## config.mk

```make
export PLATFORM = sky130hd
export DESIGN_NAME = integer_to_ascii_formatter_core
export DESIGN_NICKNAME = d
export VERILOG_FILES = /design/src/rtl/core/i2a_pkg.sv /design/src/rtl/core/integer_to_ascii_formatter_core.sv
export SDC_FILE = /design/constraint.sdc
export NUM_CORES = 1
export LEC_CHECK = 0
export BUFFER_PORTS_ARGS = -buffer_cell sky130_fd_sc_hd__buf_2
export CAP_MARGIN = 20
export CORE_MARGIN = 3
export CORE_UTILIZATION = 35
export CTS_CLUSTER_SIZE = 28
export DETAILED_ROUTE_END_ITERATION = 7
export GPL_TIMING_DRIVEN = 1
export SYNTH_ARGS = -nofsm -noshare
export SYNTH_HDL_FRONTEND = slang
export SYNTH_SLANG_ARGS = --single-unit
```

## constraint.sdc

```tcl
create_clock -name clock -period 6.4 [get_ports clock]
set_input_delay 1.28 -clock clock [delete_from_list [all_inputs] [get_ports clock]]
set_output_delay 1.28 -clock clock [all_outputs]
set_load 0.01 [all_outputs]
```

## src/rtl/core/i2a_pkg.sv

```systemverilog
`default_nettype none

package i2a_pkg;

   localparam int unsigned VALUE_BITS_DEFAULT = 32;

   // format selector codes (bit 1 set means hexadecimal)
   localparam logic [1:0] FUNC_UDEC = 2'd0;
   localparam logic [1:0] FUNC_SDEC = 2'd1;
   localparam logic [1:0] FUNC_HEX  = 2'd2;

   localparam logic [7:0] CHAR_ZERO  = 8'h30;
   localparam logic [7:0] CHAR_HEX_A = 8'h41;
   localparam logic [7:0] CHAR_MINUS = 8'h2D;

   localparam logic [3:0] DEC_BASE = 4'd10;

   typedef enum logic [2:0] {
      ST_IDLE,
      ST_CONV,
      ST_SKIP,
      ST_SIGN,
      ST_EMIT
   } state_type;

   // one digit (0..15) to its ascii code
   function automatic logic [7:0] digit_char(input logic [3:0] d);
      logic [3:0] off;
      off = d - DEC_BASE;
      if (d >= DEC_BASE) begin
         return CHAR_HEX_A + {4'd0, off};
      end else begin
         return CHAR_ZERO + {4'd0, d};
      end
   endfunction

endpackage

`default_nettype wire

```

## src/rtl/core/integer_to_ascii_formatter_core.sv

```systemverilog
`default_nettype none

// Integer to ASCII formatter. Each input transfer carries a value and a
// format code (0 unsigned decimal, 1 signed decimal, 2 or 3 uppercase hex);
// the block answers with one output transfer per character, most
// significant first, no leading zeros, a lone '0' for zero, and a leading
// '-' for a negative signed value (the most negative value prints its full
// magnitude). rsp_last marks the final character of each value. The block
// takes one value at a time: req_ready is high only while it is idle. A
// decimal value runs through a bit-serial shift-and-add-3 (double dabble)
// converter, then leading zero digits are dropped and digits are sent, one
// digit slot per cycle while the output is not stalled. A hex value skips
// the converter. The output register lets a new value be accepted while
// the final character still waits to be taken.
module integer_to_ascii_formatter_core #(
   parameter int unsigned VALUE_BITS = i2a_pkg::VALUE_BITS_DEFAULT
) (
   input  wire logic                  clock,
   input  wire logic                  reset,
   input  wire logic                  req_valid,
   output logic                       req_ready,
   input  wire logic [1:0]            req_func,
   input  wire logic [VALUE_BITS-1:0] req_value,
   output logic                       rsp_valid,
   input  wire logic                  rsp_ready,
   output logic [7:0]                 rsp_char_code,
   output logic                       rsp_last
);
   import i2a_pkg::*;

   // decimal digits of 2^VALUE_BITS - 1, using log10(2) ~ 0.30103
   localparam int unsigned DEC_DIGITS = (VALUE_BITS * 30103) / 100000 + 1;
   localparam int unsigned HEX_DIGITS = (VALUE_BITS + 3) / 4;
   localparam int unsigned NUM_DIGITS = (DEC_DIGITS > HEX_DIGITS) ? DEC_DIGITS : HEX_DIGITS;
   localparam int unsigned DIG_W      = NUM_DIGITS * 4;
   localparam int unsigned CNT_W      = $clog2(NUM_DIGITS + 1);
   localparam int unsigned BIT_W      = $clog2(VALUE_BITS + 1);

   state_type             state_ff, state_in;
   logic [VALUE_BITS-1:0] mag_ff, mag_in;        // magnitude shifting into the converter
   logic [DIG_W-1:0]      digits_ff, digits_in;  // bcd or hex digits, right aligned
   logic [CNT_W-1:0]      cnt_ff, cnt_in;        // digit slots still to look at
   logic [BIT_W-1:0]      bits_ff, bits_in;      // converter bits remaining
   logic                  neg_ff, neg_in;
   logic                  rsp_valid_ff, rsp_valid_in;
   logic [7:0]            char_ff, char_in;
   logic                  last_ff, last_in;

   logic                  accept;
   logic                  out_free;
   logic                  is_hex;
   logic                  is_neg;
   logic [VALUE_BITS-1:0] mag_load;
   logic [DIG_W-1:0]      adjusted;
   logic [3:0]            top_digit;
   logic [DIG_W-1:0]      digits_shl;

   assign accept   = req_valid & req_ready;
   assign out_free = ~rsp_valid_ff | rsp_ready;

   // input decode: two's complement magnitude fits in VALUE_BITS unsigned bits
   assign is_hex   = req_func[1];
   assign is_neg   = (req_func == FUNC_SDEC) & req_value[VALUE_BITS-1];
   assign mag_load = is_neg ? (~req_value + {{(VALUE_BITS-1){1'b0}}, 1'b1}) : req_value;

   // double dabble: add 3 to every bcd digit of 5 or more before the shift
   always_comb begin
      for (int i = 0; i < NUM_DIGITS; i++) begin
         adjusted[4*i +: 4] = (digits_ff[4*i +: 4] >= 4'd5) ?
                              (digits_ff[4*i +: 4] + 4'd3) : digits_ff[4*i +: 4];
      end
   end

   assign top_digit  = digits_ff[DIG_W-1 -: 4];
   assign digits_shl = {digits_ff[DIG_W-5:0], 4'd0};

   // next state
   always_comb begin
      state_in = state_ff;
      unique case (state_ff)
         ST_IDLE: begin
            if (accept) begin
               state_in = is_hex ? ST_SKIP : ST_CONV;
            end
         end
         ST_CONV: begin
            if (bits_ff == BIT_W'(1)) begin
               state_in = ST_SKIP;
            end
         end
         ST_SKIP: begin
            if (top_digit != 4'd0 || cnt_ff == CNT_W'(1)) begin
               state_in = neg_ff ? ST_SIGN : ST_EMIT;
            end
         end
         ST_SIGN: begin
            if (out_free) begin
               state_in = ST_EMIT;
            end
         end
         ST_EMIT: begin
            if (out_free && cnt_ff == CNT_W'(1)) begin
               state_in = ST_IDLE;
            end
         end
         default: state_in = ST_IDLE;
      endcase
   end

   // datapath and outputs
   always_comb begin
      req_ready    = (state_ff == ST_IDLE);
      mag_in       = mag_ff;
      digits_in    = digits_ff;
      cnt_in       = cnt_ff;
      bits_in      = bits_ff;
      neg_in       = neg_ff;
      rsp_valid_in = rsp_valid_ff & ~rsp_ready;
      char_in      = char_ff;
      last_in      = last_ff;
      unique case (state_ff)
         ST_IDLE: begin
            if (accept) begin
               mag_in    = mag_load;
               neg_in    = is_neg;
               cnt_in    = CNT_W'(NUM_DIGITS);
               bits_in   = BIT_W'(VALUE_BITS);
               digits_in = is_hex ? DIG_W'(mag_load) : '0;
            end
         end
         ST_CONV: begin
            digits_in = {adjusted[DIG_W-2:0], mag_ff[VALUE_BITS-1]};
            mag_in    = {mag_ff[VALUE_BITS-2:0], 1'b0};
            bits_in   = bits_ff - BIT_W'(1);
         end
         ST_SKIP: begin
            // drop a leading zero, but always keep the last digit
            if (top_digit == 4'd0 && cnt_ff != CNT_W'(1)) begin
               digits_in = digits_shl;
               cnt_in    = cnt_ff - CNT_W'(1);
            end
         end
         ST_SIGN: begin
            if (out_free) begin
               rsp_valid_in = 1'b1;
               char_in      = CHAR_MINUS;
               last_in      = 1'b0;
            end
         end
         ST_EMIT: begin
            if (out_free) begin
               rsp_valid_in = 1'b1;
               char_in      = digit_char(top_digit);
               last_in      = (cnt_ff == CNT_W'(1));
               digits_in    = digits_shl;
               cnt_in       = cnt_ff - CNT_W'(1);
            end
         end
         default: begin
         end
      endcase
   end

   always_ff @(posedge clock) begin
      if (reset) begin
         state_ff     <= ST_IDLE;
         rsp_valid_ff <= 1'b0;
      end else begin
         state_ff     <= state_in;
         rsp_valid_ff <= rsp_valid_in;
      end
   end

   // payload registers, no reset needed
   always_ff @(posedge clock) begin
      mag_ff    <= mag_in;
      digits_ff <= digits_in;
      cnt_ff    <= cnt_in;
      bits_ff   <= bits_in;
      neg_ff    <= neg_in;
      char_ff   <= char_in;
      last_ff   <= last_in;
   end

   assign rsp_valid     = rsp_valid_ff;
   assign rsp_char_code = char_ff;
   assign rsp_last      = last_ff;

endmodule

`default_nettype wire

```

==> Yosys cells after proc, flatten, opt, wreduce, memory -nomap -nowiden <==
Cells that the tools add are included.
Widths: inputs -> output; s select.
{ "classes": {"add_sub_neg": 16, "n_lt_le_gt_ge": 11, "n_eq_ne": 15, "muxes": 41, "bitwise_logic": 7, "reduce_logical": 17} }
{ "op_table": {"columns": ["op", "count"], "rows": [
  ["$pmux 40 s4", 1],
  ["$mux 40", 3],
  ["$mux 32", 3],
  ["$pmux 32 s2", 1],
  ["$mux 4", 12],
  ["$ge 4x3->1 const B", 10],
  ["$add 4x2->4 const B", 9],
  ["$add 32x1->32 const B", 1],
  ["$not 32->32", 1],
  ["$mux 8", 3],
  ["$mux 3", 7],
  ["$pmux 8 s2", 1],
  ["$pmux 3 s5", 1],
  ["$ne 2x2->1 const B", 6],
  ["$pmux 4 s3", 1],
  ["$pmux 6 s2", 1],
  ["$add 7x4->8 const A", 1],
  ["$reduce_and 4->1", 2],
  ["$reduce_bool 4->1", 2],
  ["$add 6x4->7 const A", 1],
  ["$eq 3x2->1 const B", 2],
  ["$eq 6x1->1 const B", 1],
  ["$mux 6", 1],
  ["$sub 6x1->6 const B", 1],
  ["26 further kinds", 35]
]} }
{ "word_totals": {"reg_bits": 96, "out_inout_bits": 11, "elab_cells": 116} }

==> Logic depth before layout (Yosys ltp) <==
Gate-level depths: netlist of the first run.
{ "depth": {"ltp_word": 6, "depth_mapped": 8, "mapped_depth_nobuf": 7} }

==> Least setup slack after synthesis of the first run <==
Ideal clock, no wire load.
{ "synth_timing": {"path_kind": "input to register", "from": "input rsp_ready", "to": "register digits_ff[0] (enable)", "arrival_time_ns": 3.341, "t_required_ns": 5.954, "setup_slack_ns": 2.614, "cell_stages": 3, "path_buffers": 0, "cell_sequence": "nand2b_1 > a21oi_1 > o21bai_1"} }
{ "synth_via": {"elab_chain_cells": 3} }
{ "synth_lines": {"columns": ["element", "line_no", "source"], "rows": [
  ["from (decl)", "integer_to_ascii_formatter_core.sv:25", "input wire logic rsp_ready,"],
  ["$or 1x1->1", "integer_to_ascii_formatter_core.sv:59", "assign out_free = ~rsp_valid_ff | rsp_ready;"],
  ["$ne 2x2->1 (no line)", null, null],
  ["$reduce_and 4->1 (no line)", null, null],
  ["to (signal assigned)", "integer_to_ascii_formatter_core.sv:177", "digits_ff <= digits_in;"],
  ["to (decl)", "integer_to_ascii_formatter_core.sv:41", "logic [DIG_W-1:0] digits_ff, digits_in;"]
]} }
No other way between the ends.
A chain may end at the register's enable or synchronous reset.

==> Worst setup path after layout of the first run <==
{ "layout_timing": {"from": "register state_ff[0]", "to": "register digits_ff[23] (enable)"} }
{ "layout_via": {"elab_chain_cells": 4, "elab_cells_between_ends": 10} }
{ "layout_lines": {"columns": ["element", "line_no", "source"], "rows": [
  ["from (decl)", "integer_to_ascii_formatter_core.sv:39", "state_type state_ff, state_in;"],
  ["from (signal assigned)", "integer_to_ascii_formatter_core.sv:169", "state_ff <= state_in;"],
  ["$logic_not 3->1", "integer_to_ascii_formatter_core.sv:112, integer_to_ascii_formatter_core.sv:121", null],
  ["$and 1x1->1", "integer_to_ascii_formatter_core.sv:58", "assign accept = req_valid & req_ready;"],
  ["$ne 2x1->1 (no line)", null, null],
  ["$reduce_and 4->1 (no line) *", null, null]
]} }
Mark *: on every way between the ends. The rest lies on a longest branch, timed or not.

==> results.txt, run 1 <==
- Critical path capture point type: flop
* Clock power share: 16.6%
- In this run the cell area measured after placement is 0.00651 mm^2.
- The HPWL after detailed placement is 10000 um.
- Max-capacitance violation count: 0
- Sequential cell area: 0.00281 mm^2
- Area of the core region: 0.0168 mm^2
- The flow ran to the end, and the final reports show no timing, DRC or antenna violations.
- Power density relative to cell area: 507 mW/mm^2
- The H-tree generated during clock tree synthesis spans 3 levels.
* Unique masters post-synth: 58
* Total of fill cells in the finished design: 1595
* TritonCTS clock tree: done
- The worst path uses 54.5% of the clock period.
* Cell internal pwr: 0.00207 W
- In the synthesized netlist the async set-or-reset flop fraction comes to 0%.
- Number of antenna violations at the first check in global routing: 0
- The multi-input combinational cells in the finished layout cover a total of 0.00303 mm^2.
- Hold repair after CTS inserted 0 buffers.
* Vertical die dimension: 137 um
- At the worst endpoint, the arrival time is 3.48 ns.
- Fraction of layout cells with a size suffix above 1: 12.9%
* Remaining Overflow, GRT: 0
* Drt wl/cell: 16.1 um
* Library cell occupying the most area in the post-synthesis netlist: sky130_fd_sc_hd__edfxtp_1
- The synthesized design contains 91 enable-type register cells.
* Post-route clock skew: 0.00706 ns
* Total power after layout: 0.00346 W
- Leak pwr: 2.44 nW
- Number of buffers added on ports: 47
- Layout-stage area growth over the synthesis result: 12.8%
- Detailed-route via count: 4854
- Peak per-stage delay on the critical path: 0.86 ns
- The portion of synthesized area spent on multiplexers is 0.662%.
- The finished layout holds 889 standard cells, fillers aside.
* Syn_area_per_cell: 9.60 um^2
- For this design the top-level I/O count stands at 49.
- Synthesized area: 0.00605 mm^2
* Worst-Skew Late Latency: 0.35 ns
- Number of setup violations in the final report: 0
* Wire length of the first global-routing pass: 23800 um
* Hold WC Path Type: flop to flop
- Gate count of the mapped netlist: 630
- WL final: 14300 um
- Headroom to the max-slew limit came out at 33.4%.
- Largest family of logic cells by synthesized area: compound AO/OA/AOI/OAI gates
- Timing would allow up to 0.287 GHz.
- For this run, design rule violations remaining after detail routing come to 0.
- The number of global-route vias before repair came to 4745.
- Once detail routing completed, the nets flagged for antenna violations numbered 0.
- Using the TritonRoute via totals, the vias-per-cell ratio works out to 5.46.
- After Yosys synthesis, and, or, nand and nor cells account for 17.8% of the synthesized area.
- Counting I/O delays and the setup requirement, the final critical path takes 3.49 ns.
- Summed over its instances, the top area cell type makes up 45.2% of the synthesized netlist area.
* Total negative setup slack: 0 ns
* Complex-gate fraction of the synthesized area: 18.6%
- Horizontal die dimension: 137 um
- Part of the power in combinational logic: 42.4%
- Post-layout net count: 731
- Counting flops and latches in the post-synthesis netlist gives 95.
- Worst EP required: 6.39 ns
* Transition time of the tightest slew-check pin: 0.999 ns
* Number of placement rows: 47
- Sequential share of power: 41.0%
- Violation count after the first detailed-route iteration: 345
- Cell Count Post-Placement: 873
- Largest net degree at the start of global routing: 81
- DRT Pass-1 Iters: 5
- Synthesis produced a netlist with a net count of 697.
- Worst VDD drop: 239 uV
- No sink is reached through more buffers than the 2 on the longest clock path.
- Routability-driven placement finished with a final weighted congestion of 0.827.
- Summing the areas of all xor and xnor instances in the mapped netlist gives 6.51% of the synthesized area.
* Master of the slowest instance on the critical path: sky130_fd_sc_hd__or2_2
- Number of gates resized after cts: 0
- Once routing completed, OpenROAD measured the worst setup slack at 2.91 ns.
* Post-CTS Setup Repair Bufs: 0
* Clock net sink count: 95
- Final Instance Area: 0.00683 mm^2
- Area of the die: 0.0189 mm^2
- The number of hold-slack violations in the final timing report was 0.
- The number of antenna diodes in the final layout is 0.
* Total global-route track usage: 15.9%
- The critical path is of the flop to flop type.
* Worst path bufs/invs: 3
- Among all flip-flop cells after synthesis, the most frequent one is sky130_fd_sc_hd__edfxtp_1.
- Root buf cell: sky130_fd_sc_hd__clkbuf_16
* Warnings, synthesis: 0
* Switching power total: 0.00139 W
- For this configuration, the core starts out at a cell density of 36.1%.
- In this design, the critical path's most frequently occurring cell is sky130_fd_sc_hd__buf_4.
- Clock-pin slew was measured on the worst setup and hold paths at 0.06 ns.
- The cell family contributing the most delay on the critical path is buffers and inverters.
- Setup repair after global routing missed its margin: false
- Number of CTS-inserted buffers: 9
* Fin. max-slew vios: 0
* Adder-cell area share of the yosys netlist: 6.00%
- Of all nets on the critical path, the largest fanout is 40.
- Worst-case setup slack after placement: 2.66 ns
- In this run switching power makes up 40.3% of total power.
- The worst setup path is launched from a flop.
- Traced cell by cell, the critical path runs through inv_1, nor3_2, buf_4, or2_2, o21bai_4, buf_4.
* Largest cells by area after synthesis: sky130_fd_sc_hd__edfxtp_1 (45%), sky130_fd_sc_hd__ha_1 (6.0%), sky130_fd_sc_hd__a21oi_1 (5.5%), sky130_fd_sc_hd__o21ai_0 (4.4%), sky130_fd_sc_hd__nor2_1 (4.1%)
* Sequential area share after synthesis: 46.5%
path summary, 6_finish.rpt:
check / slack [ns] / end / cells past startpoint / startpoint
hold reg to reg: 0.54 / mag_ff[13] / 2 / mag_ff[12]
setup / recovery: 2.91 / digits_ff[23] / 6 / state_ff[0]
hold / removal: 0.54 / mag_ff[13] / 2 / mag_ff[12]
setup reg to reg: 2.91 / digits_ff[23] / 6 / state_ff[0]
Yosys cell counts (3+ instances only):
cell and instances:
sky130_fd_sc_hd__a221o_1 13, sky130_fd_sc_hd__nor3_1 15, sky130_fd_sc_hd__nand4_1 5, sky130_fd_sc_hd__xnor2_1 27
sky130_fd_sc_hd__o211ai_1 3, sky130_fd_sc_hd__or2_2 3, sky130_fd_sc_hd__dfxtp_1 4, sky130_fd_sc_hd__a22oi_1 12
sky130_fd_sc_hd__xor2_1 18, sky130_fd_sc_hd__inv_1 33, sky130_fd_sc_hd__o21ai_0 53, sky130_fd_sc_hd__nor4_1 4
sky130_fd_sc_hd__a22o_1 3, sky130_fd_sc_hd__mux2i_1 4, sky130_fd_sc_hd__edfxtp_1 91, sky130_fd_sc_hd__o31ai_1 8
sky130_fd_sc_hd__nor2_1 66, sky130_fd_sc_hd__nand2_1 57, sky130_fd_sc_hd__and2_1 4, sky130_fd_sc_hd__a21oi_1 67
sky130_fd_sc_hd__nand3_1 5, sky130_fd_sc_hd__clkbuf_1 24, sky130_fd_sc_hd__or4_1 4, sky130_fd_sc_hd__ha_1 29
sky130_fd_sc_hd__nor3b_1 10, sky130_fd_sc_hd__nor2b_1 4, sky130_fd_sc_hd__nand2b_1 13, sky130_fd_sc_hd__a31oi_1 7
sky130_fd_sc_hd__or3_1 6
power groups by stage:
stage,combinational [W],sequential (W),clock (W)
detailed placement,0.00147,0.00143,0
global placement,0.00141,0.00141,0
global route,0.00167,0.00147,0.000613
floorplan,0.00113,0.00135,0
finish,0.00147,0.00142,0.000574
CTS,0.00147,0.00142,0.000587
worst min-delay path, delay by kind of cell (launching register included):
kind,cells,cell delay (ns)
simple gates,1,0.04
compound gates,1,0.06
flops,1,0.32
layout make-up:
cell class | count | area share (%)
multi-input combinational | 473 | 44.4
sequential | 95 | 41.2
tap | 220 | 4.03
timing repair buffer | 52 | 4.00
clock buffer | 9 | 3.30
inverter | 33 | 1.81
clock inverter | 7 | 1.28
per-stage QoR:
| step | hold slack (ns) | util [%] |
|---|---|---|
| 2_1_floorplan | 0.496 | - |
| 3_3_place_gp | 0.506 | 38.9 |
| 3_5_place_dp | 0.519 | 38.9 |
| 4_1_cts | 0.535 | 40.7 |
| 5_1_grt | 0.564 | 40.7 |
| 6_report | 0.536 | 40.7 |
layout by cell type (no fill, tap or decap), drive strengths merged, types with 4 or more instances in the layout:
cell / Yosys / layout
edfxtp: 91 / 91
a21oi: 67 / 67
nor2: 66 / 66
nand2: 57 / 57
o21ai: 54 / 54
buf: 5 / 52
inv: 33 / 33
ha: 29 / 29
xnor2: 27 / 27
xor2: 18 / 18
nor3: 16 / 16
nand2b: 13 / 13
a221o: 13 / 13
a22oi: 12 / 12
nor3b: 11 / 11
clkbuf: 24 / 9
o31ai: 9 / 9
a31oi: 7 / 7
or3: 6 / 6
or4: 6 / 6
nor4: 6 / 6
nand4: 5 / 5
nand3: 5 / 5
and2: 4 / 4
nor2b: 4 / 4
mux2i: 4 / 4
dfxtp: 4 / 4
flip-flops by register name (all words and copies together) (netlist names):
register       flops
rsp_valid          1
digits_ff         40
state_ff           3
mag_ff            32
bits_ff            6
rsp_char_code      7
neg_ff             1
cnt_ff             4
rsp_last           1
per-layer routing:
layer  up-vias  global-route usage, %  part of all wire, %
met5         -                      0                    0
met4         0                   5.27                  1.8
met3        20                   3.43                  4.8
met2       121                   26.8                   49
met1      2345                   20.2                   44
li1       2368                      -                    -
kinds of logic after synthesis:
family          count (synthesis)
fa+ha+maj                      29
other cells                     1
flops                          95
compound gates                181
simple gates                  213
buf+inv                        62
mux                             4
xor+xnor                       45
No activity file was read; power rests on OpenSTA's default activity.
==> run 2, diff against run 1 <==
--- a/config.mk
+++ b/config.mk
@@ -5,6 +5,7 @@
 export SDC_FILE = /design/constraint.sdc
 export NUM_CORES = 1
 export LEC_CHECK = 0
+export ABC_AREA = 1
 export BUFFER_PORTS_ARGS = -buffer_cell sky130_fd_sc_hd__buf_2
 export CAP_MARGIN = 20
 export CORE_MARGIN = 3
==> constraint.sdc (replaced) <==
create_clock -name clock -period 3.45 [get_ports clock]
set_input_delay 0.69 -clock clock [delete_from_list [all_inputs] [get_ports clock]]
set_output_delay 0.69 -clock clock [all_outputs]
set_load 0.01 [all_outputs]
==> run 2 against run 1 <==
  * Critical path depth unchanged
  * Largest power group unchanged
  * Die area is 4.1% higher
  * Highest routed layer unchanged
  * Global-route usage shrank 0.13 points
  * Critical endpoint is now mag_ff[21]
  * Synthesized cell count grew 22%
  * Non-clock buffer count up 1
==> results.txt, run 2 <==
- H-Tree Level Count: 3
- HPWL after detailed placement: 11200 um
- Yosys printed 0 warnings.
- The clock reaches the later pin of the worst-skew pair after 0.36 ns.
- Max frequency: 0.449 GHz
- Number of buffers added on ports: 47
- Syn_area_per_cell: 8.20 um^2
* Fin. max-slew vios: 0
- Detailed route wirelength on metal3: 840 um
* Leak pwr: 3.02 nW
- Hold WC Path Type: input pin to flop
* Number of buffers added to fix hold violations after cts: 0
- Counting flops and latches in the post-synthesis netlist gives 95.
- Summed over all layers, the routed wires come to 15400 um.
- Arrival time at the worst endpoint: 2.27 ns
- Share of flip-flops with an asynchronous set or reset: 0%
- Vertical die dimension: 140 um
- By count the netlist is led by sky130_fd_sc_hd__nand2_1 (181), sky130_fd_sc_hd__inv_1 (99), sky130_fd_sc_hd__edfxtp_1 (91).
- In this run, the number of DRC markers left after iteration 0 of detailed routing was 416.
* Wire length of the first global-routing pass: 25200 um
- The number of nets in the synthesized netlist is 836.
- The clock drives 95 sinks.
- The final critical path takes up 64.6% of the cycle.
- Part of the power in combinational logic: 44.6%
* Switching power total: 0.00275 W
* Final Instance Area: 0.00706 mm^2
- Using the TritonRoute via totals, the vias-per-cell ratio works out to 5.10.
- Routed length on met1: 7410 um
- At the pin with the least slew margin, the transition time is 0.754 ns.
* Total global-route track usage: 15.8%
- STA puts the critical path data required time at 3.49 ns.
* Power density relative to cell area: 896 mW/mm^2
* Setup repair after global routing missed its margin: false
- Clock power share: 15.4%
- After clock tree synthesis, the clock-pin slew on the worst setup and hold paths is 0.07 ns.
- Compared with the post-synthesis result, the final layout area differs by 11.9%.
* I/O pin total: 49
* Post-synth top area share: 43.3%
- Post-CTS Setup Repair Bufs: 0
* Most flop-heavy register: digits_ff
- The die is 140 um wide.
- Gate count of the mapped netlist: 769
* Worst-case setup slack after placement: 1.03 ns
- Number of setup violations in the final report: 0
* Result of the run: complete, no violations
* Number of gates resized after cts: 0
- Once detail routing completed, the nets flagged for antenna violations numbered 0.
* Fraction of layout cells with a size suffix above 1: 12.7%
- Yosys instantiated no cell more often than sky130_fd_sc_hd__nand2_1.
- Routability-driven placement congestion ratio: 0.842
* Library cell occupying the most area in the post-synthesis netlist: sky130_fd_sc_hd__edfxtp_1
- Synthesis instantiated 39 different standard cells from the library.
- The region available for standard cell placement spans 0.0175 mm^2.
- The initial antenna violation count was 0.
- TritonCTS clock tree: done
- Number of enable-type register cells in the synthesized netlist: 91
* Sequential area share after synthesis: 44.6%
* Largest cells by area after synthesis: sky130_fd_sc_hd__edfxtp_1 (43%), sky130_fd_sc_hd__nand2_1 (11%), sky130_fd_sc_hd__nand3_1 (6.0%), sky130_fd_sc_hd__inv_1 (5.9%), sky130_fd_sc_hd__ha_1 (5.8%)
* Critical path capture point type: flop
* Top library cells by usage in the layout, fill and taps aside: sky130_fd_sc_hd__nand2_1 (181), sky130_fd_sc_hd__inv_1 (98), sky130_fd_sc_hd__edfxtp_1 (91), sky130_fd_sc_hd__nand3_1 (75), sky130_fd_sc_hd__nor2_1 (63)
- Post-route clock skew: 0.00748 ns
* Largest net degree at the start of global routing: 66
* DR DRC count: 0
- Number of global-route vias before repair: 5031
- Area of the die: 0.0197 mm^2
- Cell internal pwr: 0.00358 W
* Category of the critical setup timing path: flop to flop
* Uppermost layer routed: met4
- The worst path in the final design needs a cycle of 2.23 ns, including I/O delays and setup.
* Largest register FFs: 40
* Synthesized area: 0.00631 mm^2
- Sequential share of power: 40.0%
- Remaining Overflow, GRT: 0
- Max-capacitance violation count: 0
- Sw Ratio: 43.5%
- The most used flip-flop cell after synthesis is sky130_fd_sc_hd__edfxtp_1.
- Starting utilization of the core area: 36.1%
* Root buf cell: sky130_fd_sc_hd__clkbuf_16
- Counting tap cells, the placed design contains a total of 1025 instances.
- Worst VDD drop: 584 uV
- Summed over all failing endpoints, the final setup total negative slack is 0 ns.
- Final Hold Violating Endpoints: 0
- Area post-placement: 0.00678 mm^2
- Non-filler cells in the finished layout: 1041
- STA classifies the critical path startpoint as a flop.
* Post-layout net count: 878
- Drt wl/cell: 14.8 um
- Met2 wire length: 6970 um
- Detailed-route via count: 5306
- The floorplan has 48 rows.
- Leaving out fill and tap cells, the most frequent cell in the layout is sky130_fd_sc_hd__nand2_1.
- Of all nets on the critical path, the largest fanout is 23.
* Number of CTS-inserted buffers: 9
- Setup slack after layout: 1.22 ns
- Headroom to the max-slew limit came out at 49.4%.
* DRT Pass-1 Iters: 5
* Clock Path Buffers: 2
* Number of diodes: 0
## run 2: cell type report
class                           instances  area, um^2
Fill cell                            1830       10400
Multi-Input combinational cell        547        3010
Sequential cell                        95        2810
Inverter                              105         394
Tap cell                              225         282
Timing Repair Buffer                   53         280
Clock buffer                            9         225
Clock inverter                          7        56.3
## run 2: final timing paths
kind / slack, ns / from / endpoint / cells after the start
worst max-delay path: 1.22 / state_ff[2] / mag_ff[21] / 6
worst min-delay path: 0.49 / reset / state_ff[1] / 2
worst max register to register: 1.22 / state_ff[2] / mag_ff[21] / 6
worst min register to register: 0.52 / mag_ff[19] / mag_ff[20] / 2
## run 2: cells by family (layout without fill, tap and decap cells)
logic type | after synthesis | in the layout | share of synthesized area, %
buf+inv | 127 | 174 | 8.13
compound gates | 137 | 137 | 13.1
simple gates | 360 | 360 | 25.6
fa+ha+maj | 29 | 29 | 5.75
flops | 95 | 95 | 44.6
xor+xnor | 20 | 20 | 2.78
other cells | 1 | 1 | 0.0595
## run 2: critical path, stage by stage (launching register included)
cell and delay (ns):
sky130_fd_sc_hd__dfxtp_1 0.40, sky130_fd_sc_hd__inv_2 0.12, sky130_fd_sc_hd__nand2_1 0.10, sky130_fd_sc_hd__nor2_2 0.17, sky130_fd_sc_hd__inv_1 0.11, sky130_fd_sc_hd__o21ai_4 0.59
sky130_fd_sc_hd__buf_4 0.39
## run 2: layer usage
metal / global-route usage, % / vias up
met1: 22.0 / 2451
li1: - / 2711
met5: 0 / -
met4: 3.62 / 0
met3: 3.96 / 15
met2: 24.7 / 129
## run 2: through the flow
stage                     hold slack (ns)  utilization, %  power, W
after detailed placement            0.506            38.8   0.00537
after global placement              0.501            38.8   0.00535
after global routing                0.479            40.4   0.00690
after CTS                           0.485            40.4   0.00638
after floorplan                     0.494               -   0.00460
final                               0.492            40.4   0.00633
## run 2: power groups by stage
stage          sequential [W]  combinational [W]  clock [W]
3_3_place_gp          0.00255            0.00280          0
4_1_cts               0.00253            0.00284    0.00100
3_5_place_dp          0.00254            0.00283          0
5_1_grt               0.00261            0.00325    0.00104
2_1_floorplan         0.00249            0.00212          0
6_report              0.00253            0.00282   0.000974
